File: src/hw/rtl/tmh_pkg.sv
// shared types and constants of the ternary max-heap
`default_nettype none

package tmh_pkg;

   // default number of heap entries
   localparam int CAPACITY_DEFAULT = 64;

   // command codes
   localparam logic [1:0] CMD_INSERT = 2'd0;
   localparam logic [1:0] CMD_DELETE = 2'd1;
   localparam logic [1:0] CMD_QUERY  = 2'd2;

   // request beat
   typedef struct packed {
      logic [1:0]         cmd;
      logic signed [31:0] value;
   } req_type;

   // response beat
   typedef struct packed {
      logic signed [31:0] max_value;
      logic               empty_res;
      logic               overflow;
      logic [6:0]         entry_count;
   } rsp_type;

endpackage

`default_nettype wire

File: src/hw/rtl/ternary_max_heap.sv
// top level of the ternary max-heap: command sequencer, store and compare unit
`default_nettype none

// Fixed-capacity 3-ary max-heap of signed 32-bit values. A command is taken
// when start is high and busy is low; its single response beat appears on
// rsp_data with rsp_strobe high for one cycle and cannot be held off. A
// query, an insert into a full heap and a delete on an empty heap go to
// the finishing step at once. An insert reads and compares the parent at
// each level until the value reaches the root or is not above its parent.
// A delete loads the last entry, then at each level reads the children one
// by one (at most three), keeps the largest and compares it with the moving
// value, over about log3 of the fill count levels; a value that comes to
// rest on a leaf is written when the child check finds no child. These
// steps follow from the single read port of the entry memory, which reads
// one child or parent per cycle into a registered output, and from the one
// shared compare unit. Sifts move a hole and write the moving value once at
// its final place. No clearing pass is needed.
module ternary_max_heap #(
   parameter int CAPACITY = tmh_pkg::CAPACITY_DEFAULT
) (
   input  wire logic             clock,
   input  wire logic             reset,
   input  wire logic             start,
   output logic                  busy,
   input  wire tmh_pkg::req_type req_data,
   output logic                  rsp_strobe,
   output tmh_pkg::rsp_type      rsp_data
);

   localparam int IW = $clog2(CAPACITY);
   localparam int CW = $clog2(CAPACITY + 1);
   localparam int KW = IW + 2;
   // reciprocal of three for the parent index
   localparam int S  = IW + 2;
   localparam logic [S-1:0] RECIP3 = S'((2 ** S) / 3 + 1);
   localparam logic [1:0] LAST_KID = 2'd2;

   typedef enum logic [2:0] {
      ST_IDLE,
      ST_UP_CHK,
      ST_UP_CMP,
      ST_DN_LOAD,
      ST_DN_CHK,
      ST_DN_KID,
      ST_DN_DEC,
      ST_FIN
   } state_type;

   state_type        state_ff;
   logic [CW-1:0]    fill_ff;
   logic [IW-1:0]    pos_ff;
   logic [31:0]      cur_ff;
   logic [31:0]      best_val_ff;
   logic [IW-1:0]    best_idx_ff;
   logic [KW-1:0]    kid_ff;
   logic [1:0]       kcnt_ff;
   logic [31:0]      root_ff;
   logic             ovf_ff;
   logic             strobe_ff;
   tmh_pkg::rsp_type rsp_ff;

   // memory and compare hookup
   logic          wr_en;
   logic [IW-1:0] wr_addr;
   logic [31:0]   wr_data;
   logic          rd_en;
   logic [IW-1:0] rd_addr;
   logic [31:0]   rd_data_ff;
   logic [31:0]   op_a;
   logic [31:0]   op_b;
   logic          a_gt_b;

   // index arithmetic
   logic [KW-1:0]    fill_ext;
   logic [KW-1:0]    first_kid;
   logic [KW-1:0]    next_kid;
   logic             kid_room;
   logic [IW+S-1:0]  parent_prod;
   logic [IW-1:0]    parent_idx;
   logic [CW-1:0]    last_idx;
   logic             full;
   logic             take_kid;
   logic [CW+6:0]    count_ext;

   tmh_store #(
      .DEPTH (CAPACITY),
      .AW    (IW)
   ) u_store (
      .clock      (clock),
      .wr_en      (wr_en),
      .wr_addr    (wr_addr),
      .wr_data    (wr_data),
      .rd_en      (rd_en),
      .rd_addr    (rd_addr),
      .rd_data_ff (rd_data_ff)
   );

   tmh_cmp u_cmp (
      .op_a   (op_a),
      .op_b   (op_b),
      .a_gt_b (a_gt_b)
   );

   // child and parent indexes
   assign fill_ext    = KW'(fill_ff);
   assign first_kid   = (KW'(pos_ff) << 1) + KW'(pos_ff) + KW'(1);
   assign next_kid    = kid_ff + KW'(1);
   assign kid_room    = (kcnt_ff != LAST_KID) && (next_kid < fill_ext);
   assign parent_prod = (IW+S)'(pos_ff - IW'(1)) * (IW+S)'(RECIP3);
   assign parent_idx  = parent_prod[IW+S-1:S];
   assign last_idx    = fill_ff - CW'(1);
   assign full        = (fill_ff == CW'(CAPACITY));
   assign take_kid    = (kcnt_ff == 2'd0) || a_gt_b;
   assign count_ext   = (CW+7)'(fill_ff);

   // memory ports and compare operands per step
   always_comb begin
      wr_en   = 1'b0;
      wr_addr = pos_ff;
      wr_data = cur_ff;
      rd_en   = 1'b0;
      rd_addr = pos_ff;
      op_a    = cur_ff;
      op_b    = rd_data_ff;
      unique case (state_ff)
         ST_IDLE: begin
            rd_addr = last_idx[IW-1:0];
            rd_en   = start && (req_data.cmd == tmh_pkg::CMD_DELETE) && (fill_ff != '0);
         end
         ST_UP_CHK: begin
            if (pos_ff == '0) begin
               wr_en = 1'b1;
            end else begin
               rd_en   = 1'b1;
               rd_addr = parent_idx;
            end
         end
         ST_UP_CMP: begin
            wr_en = 1'b1;
            if (a_gt_b) begin
               wr_data = rd_data_ff;
            end
         end
         ST_DN_CHK: begin
            if (first_kid >= fill_ext) begin
               wr_en = 1'b1;
            end else begin
               rd_en   = 1'b1;
               rd_addr = first_kid[IW-1:0];
            end
         end
         ST_DN_KID: begin
            op_a    = rd_data_ff;
            op_b    = best_val_ff;
            rd_en   = kid_room;
            rd_addr = next_kid[IW-1:0];
         end
         ST_DN_DEC: begin
            op_a  = best_val_ff;
            op_b  = cur_ff;
            wr_en = 1'b1;
            if (a_gt_b) begin
               wr_data = best_val_ff;
            end
         end
         default: begin
         end
      endcase
   end

   // root copy follows every write of entry zero
   always_ff @(posedge clock) begin
      if (wr_en && (wr_addr == '0)) begin
         root_ff <= wr_data;
      end
   end

   // command sequencer
   always_ff @(posedge clock) begin
      if (reset) begin
         state_ff  <= ST_IDLE;
         fill_ff   <= '0;
         strobe_ff <= 1'b0;
         ovf_ff    <= 1'b0;
      end else begin
         strobe_ff <= 1'b0;
         unique case (state_ff)
            ST_IDLE: begin
               if (start) begin
                  ovf_ff <= 1'b0;
                  unique case (req_data.cmd)
                     tmh_pkg::CMD_INSERT: begin
                        if (full) begin
                           ovf_ff   <= 1'b1;
                           state_ff <= ST_FIN;
                        end else begin
                           cur_ff   <= req_data.value;
                           pos_ff   <= fill_ff[IW-1:0];
                           fill_ff  <= fill_ff + CW'(1);
                           state_ff <= ST_UP_CHK;
                        end
                     end
                     tmh_pkg::CMD_DELETE: begin
                        if (fill_ff != '0) begin
                           fill_ff  <= last_idx;
                           state_ff <= ST_DN_LOAD;
                        end else begin
                           state_ff <= ST_FIN;
                        end
                     end
                     default: begin
                        state_ff <= ST_FIN;
                     end
                  endcase
               end
            end
            ST_UP_CHK: begin
               state_ff <= (pos_ff == '0) ? ST_FIN : ST_UP_CMP;
            end
            ST_UP_CMP: begin
               if (a_gt_b) begin
                  pos_ff   <= parent_idx;
                  state_ff <= ST_UP_CHK;
               end else begin
                  state_ff <= ST_FIN;
               end
            end
            ST_DN_LOAD: begin
               cur_ff   <= rd_data_ff;
               pos_ff   <= '0;
               state_ff <= ST_DN_CHK;
            end
            ST_DN_CHK: begin
               if (first_kid >= fill_ext) begin
                  state_ff <= ST_FIN;
               end else begin
                  kid_ff   <= first_kid;
                  kcnt_ff  <= 2'd0;
                  state_ff <= ST_DN_KID;
               end
            end
            ST_DN_KID: begin
               // first child on ties
               if (take_kid) begin
                  best_val_ff <= rd_data_ff;
                  best_idx_ff <= kid_ff[IW-1:0];
               end
               if (kid_room) begin
                  kid_ff  <= next_kid;
                  kcnt_ff <= kcnt_ff + 2'd1;
               end else begin
                  state_ff <= ST_DN_DEC;
               end
            end
            ST_DN_DEC: begin
               if (a_gt_b) begin
                  pos_ff   <= best_idx_ff;
                  state_ff <= ST_DN_CHK;
               end else begin
                  state_ff <= ST_FIN;
               end
            end
            ST_FIN: begin
               rsp_ff.max_value   <= (fill_ff != '0) ? root_ff : 32'sd0;
               rsp_ff.empty_res   <= (fill_ff == '0);
               rsp_ff.overflow    <= ovf_ff;
               rsp_ff.entry_count <= count_ext[6:0];
               strobe_ff          <= 1'b1;
               state_ff           <= ST_IDLE;
            end
            default: begin
               state_ff <= ST_IDLE;
            end
         endcase
      end
   end

   assign busy       = (state_ff != ST_IDLE);
   assign rsp_strobe = strobe_ff;
   assign rsp_data   = rsp_ff;

`ifndef SYNTHESIS
   // fill count stays within capacity
   a_fill_range: assert property (@(posedge clock) disable iff (reset)
      fill_ff <= CW'(CAPACITY))
      else $error("fill count beyond capacity");

   // every finished command gives one response beat
   a_fin_strobe: assert property (@(posedge clock) disable iff (reset)
      (state_ff == ST_FIN) |=> rsp_strobe)
      else $error("finished command without response");

   // an accepted command makes the block busy
   a_accept_busy: assert property (@(posedge clock) disable iff (reset)
      (start && !busy) |=> busy)
      else $error("command accepted but block not busy");

   // a response beat only shows while idle
   a_strobe_idle: assert property (@(posedge clock) disable iff (reset)
      rsp_strobe |-> !busy)
      else $error("response beat while busy");

   // a dropped insert leaves a full heap
   a_ovf_full: assert property (@(posedge clock) disable iff (reset)
      (rsp_strobe && rsp_data.overflow) |-> full)
      else $error("overflow reported on a heap that is not full");
`endif

endmodule

`default_nettype wire

File: src/hw/rtl/tmh_cmp.sv
// shared signed compare unit used by every compare step of both sifts
`default_nettype none

module tmh_cmp (
   input  wire logic signed [31:0] op_a,
   input  wire logic signed [31:0] op_b,
   output logic                    a_gt_b
);

   // strict signed greater-than
   assign a_gt_b = (op_a > op_b);

endmodule

`default_nettype wire

File: src/hw/rtl/tmh_store.sv
// heap entry memory: one write port, one read port with registered data
`default_nettype none

module tmh_store #(
   parameter int DEPTH = tmh_pkg::CAPACITY_DEFAULT,
   parameter int AW    = $clog2(DEPTH)
) (
   input  wire logic              clock,
   input  wire logic              wr_en,
   input  wire logic [AW-1:0]     wr_addr,
   input  wire logic [31:0]       wr_data,
   input  wire logic              rd_en,
   input  wire logic [AW-1:0]     rd_addr,
   output logic      [31:0]       rd_data_ff
);

   logic [31:0] mem [DEPTH];

   // write port
   always_ff @(posedge clock) begin
      if (wr_en) begin
         mem[wr_addr] <= wr_data;
      end
   end

   // registered read port
   always_ff @(posedge clock) begin
      if (rd_en) begin
         rd_data_ff <= mem[rd_addr];
      end
   end

endmodule

`default_nettype wire

File: config.mk
export PLATFORM = sky130hd
export DESIGN_NAME = ternary_max_heap
export DESIGN_NICKNAME = d
export VERILOG_FILES = /design/src/hw/rtl/tmh_pkg.sv /design/src/hw/rtl/ternary_max_heap.sv /design/src/hw/rtl/tmh_cmp.sv /design/src/hw/rtl/tmh_store.sv
export SDC_FILE = /design/constraint.sdc
export NUM_CORES = 2
export LEC_CHECK = 0
export ABC_AREA = 0
export BUFFER_PORTS_ARGS = -buffer_cell sky130_fd_sc_hd__buf_2
export CAP_MARGIN = 10
export CORE_UTILIZATION = 56
export DETAILED_ROUTE_END_ITERATION = 8
export PLACE_DENSITY_LB_ADDON = 0.1
export REMOVE_ABC_BUFFERS = 1
export SLEW_MARGIN = 20
export SYNTH_ARGS = -nofsm -noshare
export SYNTH_HDL_FRONTEND = slang
export SYNTH_SLANG_ARGS = --single-unit
File: constraint.sdc
create_clock -name clock -period 6.66 [get_ports clock]
set_clock_uncertainty 0.15 [all_clocks]
set_input_delay 0.333 -clock clock [delete_from_list [all_inputs] [get_ports clock]]
set_output_delay 0.333 -clock clock [all_outputs]
set_load 0.01 [all_outputs]
# Word-level counts from Yosys, hierarchy flattened
# Memories as Yosys holds them, arrays and structs flattened. A register that Yosys moved wholly into a read port is not among the register bits.
# Index checks and enable logic that the tools add are counted.
[classes]
n_addsub = 7
multipliers = 1
n_lt_le_gt_ge = 3
n_eq_ne = 20
n_mux = 48
bitwise_logic = 1
n_reduce_logical = 25
[op_table]
columns = ["op", "n"]
rows = [
  ["32-bit one-hot mux with 2 select lines", 4],
  ["32-bit 2-to-1 mux", 5],
  ["6-bit one-hot mux with 4 select lines", 2],
  ["6-bit 2-to-1 mux", 7],
  ["32-bit greater-than comparator", 1],
  ["3-bit one-hot mux with 8 select lines", 1],
  ["3-bit 2-to-1 mux", 6],
  ["2-bit != test, second input constant", 9],
  ["8-bit by 1-bit adder with 8-bit output, second input constant", 2],
  ["8-bit 2-to-1 mux", 2],
  ["8-bit one-hot mux with 2 select lines", 1],
  ["14-bit by 6-bit multiplier with 13-bit output, second input constant", 1],
  ["7-bit 2-to-1 mux", 2],
  ["7-bit one-hot mux with 2 select lines", 1],
  ["3-bit equality test, second input constant", 4],
  ["5-bit AND reduction", 2],
  ["1-bit 2-to-1 mux", 9],
  ["7-bit by 6-bit adder with 8-bit output", 1],
  ["8-bit by 7-bit greater-or-equal comparator with 1-bit output", 1],
  ["8-bit by 7-bit less-than comparator with 1-bit output", 1],
  ["2-bit 2-to-1 mux", 4],
  ["7-bit by 1-bit adder with 7-bit output, second input constant", 1],
  ["7-bit equality test, second input constant", 1],
  ["7-bit zero test", 1],
  ["26 further kinds", 36],
]
[totals]
register_bits = 171
ram_bits = 2048
input_bits = 37
output_inout_bits = 43
wordCells = 121
n_memories = 1
[memory_table]
columns = ["memory", "depth", "width", "rd", "rd_clocked_by_memory_dff", "wr", "line", "rtl"]
rows = [
  ["u_store.mem", 64, 32, 1, 1, 1, "tmh_store.sv:17", "logic [31:0] mem [DEPTH];"],
]

# Logic depth before layout (Yosys ltp)
[depth]
depth_word = 7
ltp_mapped = 28
ltp_nobuf = 24

# Hierarchy
# Synthesis repeated with hierarchy kept, for this count alone.
[unflattened]
cells_unflattened = 4693
area_unflattened_um2 = 91526.5
[by_module_without_submodules]
columns = ["mod", "instances", "cells_each", "area_each_um2", "seq_area_each_um2"]
rows = [
  ["tmh_store", 1, 3324, 78835.6, 62459.9],
  ["ternary_max_heap", 1, 1253, 11828.8, 5014.8],
  ["tmh_cmp", 1, 116, 862.1, 0.0],
]

# Least setup slack after synthesis
# Ideal clock, no wire load.
[synth_timing]
path_kind = "register to register"
from = "register state_ff[2]"
to = "register best_idx_ff[0] (enable)"
setup_ps = 491
arrival_time_ps = 6213
required_time_ps = 6019
setup_slack_ps = -194
stages_incl_launch_ff = 18
n_path_buf = 3
synth_period_minus_slack_ps = 6854
path_cell_list = "dfxtp_1 buf_2 buf_1 a21boi_1 clkbuf_1 nor2_1 a21oi_1 ha_1 nor2b_1 o21a_1 o21a_1 o21a_1 o21a_1 o21ai_0 a211o_1 a31o_2 o211ai_1 a211oi_1"
[synth_via]
elab_chain_len = 5
elab_cells_between_ends = 7
cone_classes = "order compare (1); eq/ne (2); mux (2); reduce/logical (2)"
[synth_lines]
columns = ["item", "line", "rtl"]
rows = [
  ["from (decl)", "ternary_max_heap.sv:49", "state_type state_ff;"],
  ["from (signal assigned)", "ternary_max_heap.sv:218", "state_ff <= (pos_ff == '0) ? ST_FIN : ST_UP_CMP;"],
  ["3-bit equality test, on equally long branches", "ternary_max_heap.sv:125, ternary_max_heap.sv:187", ""],
  ["32-bit one-hot mux with 2 select lines", "ternary_max_heap.sv:125", "unique case (state_ff)"],
  ["32-bit greater-than comparator", "tmh_cmp.sv:11", "assign a_gt_b = (op_a > op_b);"],
  ["1-bit logical OR", "ternary_max_heap.sv:113", "assign take_kid = (kcnt_ff == 2'd0) || a_gt_b;"],
  ["3-bit AND reduction (no source line) (*)", "-", ""],
  ["to (signal assigned)", "ternary_max_heap.sv:246", "best_idx_ff <= kid_ff[IW-1:0];"],
  ["to (decl)", "ternary_max_heap.sv:54", "logic [IW-1:0] best_idx_ff;"],
]
# Every way passes the cells marked *; elsewhere a longest branch is shown, timed or not.
# A chain may end at the register's enable or synchronous reset.

# Final worst setup path
[layout_timing]
from = "register pos_ff[1]"
to = "register u_store.rd_data_ff[16], read port of u_store.mem (data pin)"
[layout_via]
elab_chain_len = 5
elab_cells_between_ends = 12
cone_classes = "add/sub (3); mul (1); order compare (1); mux (6); reduce/logical (1)"
[layout_lines]
columns = ["item", "line", "rtl"]
rows = [
  ["from (decl)", "ternary_max_heap.sv:51", "logic [IW-1:0] pos_ff;"],
  ["from (signal assigned)", "ternary_max_heap.sv:198", "pos_ff <= fill_ff[IW-1:0];"],
  ["from (signal assigned)", "ternary_max_heap.sv:222", "pos_ff <= parent_idx;"],
  ["from (signal assigned)", "ternary_max_heap.sv:257", "pos_ff <= best_idx_ff;"],
  ["branches (longest 5 deep; another with 14-bit by 6-bit multiplier with 13-bit output)", "-", ""],
  ["to (decl)", "tmh_store.sv:14", "output logic [31:0] rd_data_ff"],
]
# Parallel ways; which one is timed is not known.

==> results by group <==
Run
  – Max Cap Viol: 0

Synth
  – Post-synthesis cell count: 7033
  – Yosys top cell area share: 72.8%
  – Mapped Area: 0.0923 mm^2
  – Fraction of registers with async set/reset: 0%
  – Avg Cell Area, Syn: 13.1 um^2
  – Synth warnings: 0
  – Synth top area cells: edfxtp_1 (73%), nand2_1 (7.8%), nand3_1 (4.2%)
  – Register area share after synthesis: 73.1%
  – Most common cell in the netlist: edfxtp_1
  – Distinct cell type count after synthesis: 78
  – Ys flop type: edfxtp_1
  – Post-synth top area cell: edfxtp_1
  – Most instantiated cells after synthesis: edfxtp_1 (2239), nand2_1 (1924), nand3_1 (777)
  – Post-synth EDFFs: about 2200
  – #FFs+latches synth: between 2000 and 2500

Clocking
  – CTS tree: done
  – Clk_lat worst skew: 0.88 ns
  – H-tree depth: 4
  – CTS root buffer: clkbuf_16
  – Clk sinks: 2251
  – CTS Buf Count: 222
  – Clock transition at path regs: 0.06 ns
  – Clk buf depth: 3

Place
  – Routability cong.: 0.922
  – Placement Setup Slack: -0.737 ns
  – Port Buffer Count: 79
  – Final HPWL DP: about 160 mm

Critical path
  – Cells along the critical path: inv_2 > ha_1 > nand2_1 > nand2_2 > xnor2_1 > ha_1 > inv_1 > fa_1 > fa_1 > inv_1 > ha_1 > or3_4 > o22a_2 > xnor2_4 > o21ai_2 > o211a_4 > clkbuf_16 > buf_4 > nor2_4 > buf_4 > buf_4 > a32oi_1 > a21oi_1 > nor4_2
  – Worst-case reg-to-reg path depth: 24
  – Worst setup path class: reg2reg
  – Worst Path Arrival: ~7.0 ns
  – Required @ worst endpoint: 7.09 ns
  – Reg2reg end: u_store.rd_data_ff[16]
  – Max incr delay on CP: about 0.65 ns
  – Setup crit end kind: flop
  – R2r startpoint: pos_ff[1]
  – Crit-path max FO: 10
  – Crit-path leading delay family: adder cells
  – Slowest-stage cell, CP: a21oi_1
  – Worst Path Buf+Inv: 7
  – Worst Setup SP: pos_ff[1]
  – Reg2reg setup slack: approximately 0.14 ns
  – Startpoint Class: flop

Die
  – DIE HEIGHT: ~410 um
  – Initial cell density of the core: a little under three fifths
  – Boundary Pins: 80
  – Num rows: 148
  – Die X: 408 um
  – Core area: 0.163 mm^2
  – Die area: 0.167 mm^2

STA
  – Maximum clock rate: 153 MHz
  – Slew Viols, Final: 0
  – # setup viols final: 0
  – Final WS setup: 0.137 ns
  – Final period utilization: 97.9%
  – Max-slew headroom: 28.8%
  – TNS Setup: 0 ns
  – Worst slew pin tran: 1.06 ns
  – Hold Vio Cnt, Final: 0
  – Final min period: approximately 6.5 ns

Global routing
  – First-pass GRT wire length: 395 mm
  – Vias in the first global route: 57400
  – Initial antenna violation count: 16
  – GRT Util Overall: roughly a third
  – Grt total ovfl: 0
  – Largest net degree at the start of global routing: 119

Detailed routing
  – Post-DR vias/cell: 6.29
  – DRC Markers: 0
  – Initial DRC count: 8996
  – Avg WL per Cell: ~28 um
  – Routed vias: 61500
  – DRT antenna net count: 0
  – Final WL: 277 mm
  – First-pass iteration count of the detailed router: 6

Final layout
  – Fin nets: 7562
  – Layout area overhead: 16.1%
  – Layout cell share with drive strength beyond 1: 15.5%

Hold path
  – Hold depth: 3
  – Worst hold endpoint: cur_ff[29]
  – Hold wc startpoint: req_data[29]
  – Min-delay worst type: in2reg

Status
  – Status: finished, final reports clean
==> cells in the final DEF, fill, tap and decap left out, drive strengths merged, types with 11 or more instances in the layout <==
| cell | netlist | final |
|---|---|---|
| a21o | 12 | 12 |
| a21oi | 496 | 496 |
| a32oi | 125 | 125 |
| and3 | 18 | 18 |
| buf | 277 | 547 |
| bufinv | 0 | 24 |
| clkbuf | 155 | 274 |
| clkinv | 3 | 97 |
| dfxtp | 12 | 12 |
| dlygate4sd3 | 0 | 40 |
| edfxtp | 2239 | 2239 |
| fa | 11 | 11 |
| ha | 94 | 94 |
| inv | 43 | 49 |
| mux2 | 96 | 96 |
| mux2i | 132 | 132 |
| nand2 | 1924 | 1924 |
| nand3 | 777 | 777 |
| nand4 | 13 | 13 |
| nor2 | 146 | 146 |
| nor2b | 41 | 41 |
| nor4 | 100 | 100 |
| o21ai | 62 | 62 |
| o22ai | 68 | 68 |
| or4 | 36 | 36 |
| xnor2 | 22 | 22 |
| xor2 | 11 | 11 |
==> sequential cells by signal (all words and copies together) (netlist names), 7 cells and up <==
name                count
rsp_data               41
kid_ff                  8
u_store.mem          2048
best_val_ff            32
cur_ff                 32
fill_ff                 7
u_store.rd_data_ff     32
root_ff                32
==> through the flow <==
stage	std cells	area, um^2	utilization (%)	hold WS (ns)
6_report	9778	107000	65.7	0.159
2_1_floorplan	6601	90300	-	0.255
3_3_place_gp	9300	98500	60.4	0.270
4_1_cts	9747	106000	65.2	0.111
5_1_grt	9768	107000	65.7	0.134
3_5_place_dp	9302	98500	60.4	0.274
==> cell families (layout without fill, tap and decap cells) <==
logic type,Yosys count,in the layout,synth area share [%]
other cells,0,10,0
buf+inv,478,1037,2.38
fa+ha+maj,105,105,1.51
xor+xnor,33,33,0.313
mux,230,230,2.65
simple gates,3092,3092,14.5
flops,2251,2251,73.1
compound gates,844,845,5.53
==> worst max path at each step <==
stage / depth (start not counted) / endpoint / slack, ns
2_1_floorplan: 22 / u_store.rd_data_ff[0] / -22.03
3_3_place_gp: 26 / u_store.rd_data_ff[15] / -1.07
3_5_place_dp: 26 / u_store.rd_data_ff[9] / -0.74
4_1_cts: 27 / u_store.rd_data_ff[16] / 0.009
5_1_grt: 28 / u_store.rd_data_ff[3] / -0.004
6_report: 24 / u_store.rd_data_ff[16] / 0.14
==> timing repair <==
action | CTS | global route
gates resized for setup | 43 | 87
endpoints found under the hold margin | 52 | 0
cloned | 1 | 7
buffers inserted | 7 | 14
pin swaps | 6 | 24
endpoints found under the setup margin | 26 | 32
hold buffers | 40 | 0
==> layout make-up <==
type                       instances  area, um^2
fill                           11800       56000
inverter                          46         173
antenna                           10        25.0
timing repair buffer             594        5720
sequential                      2251       67500
multi-input combinational       4305       23900
clock inverter                   129        1330
tap                             2175        2720
clock buffer                     268        5790
==> metal layers <==
metal / global-route usage [%] / part of all wire [%] / up-vias
li1: - / - / 26700
met1: 48.1 / 41 / 30800
met2: 48.1 / 44 / 3602
met3: 6.17 / 11 / 444
met4: 12.4 / 3.6 / 4
met5: 0 / 0.011 / -
==> worst reg2reg max path, cell delays in order (launching register included) <==
cell and delay (ns):
edfxtp_1 0.36, inv_2 0.07, ha_1 0.22, nand2_1 0.12, nand2_2 0.09, xnor2_1 0.31
ha_1 0.30, inv_1 0.07, fa_1 0.43, fa_1 0.49, inv_1 0.04, ha_1 0.18
or3_4 0.36, o22a_2 0.29, xnor2_4 0.23, o21ai_2 0.14, o211a_4 0.37, clkbuf_16 0.23
buf_4 0.21, nor2_4 0.31, buf_4 0.24, buf_4 0.16, a32oi_1 0.09, a21oi_1 0.65
nor4_2 0.12
Power is left out: the tool's default activity adds up to more than one toggle a clock period on the data nets, which glitch-free logic cannot reach.
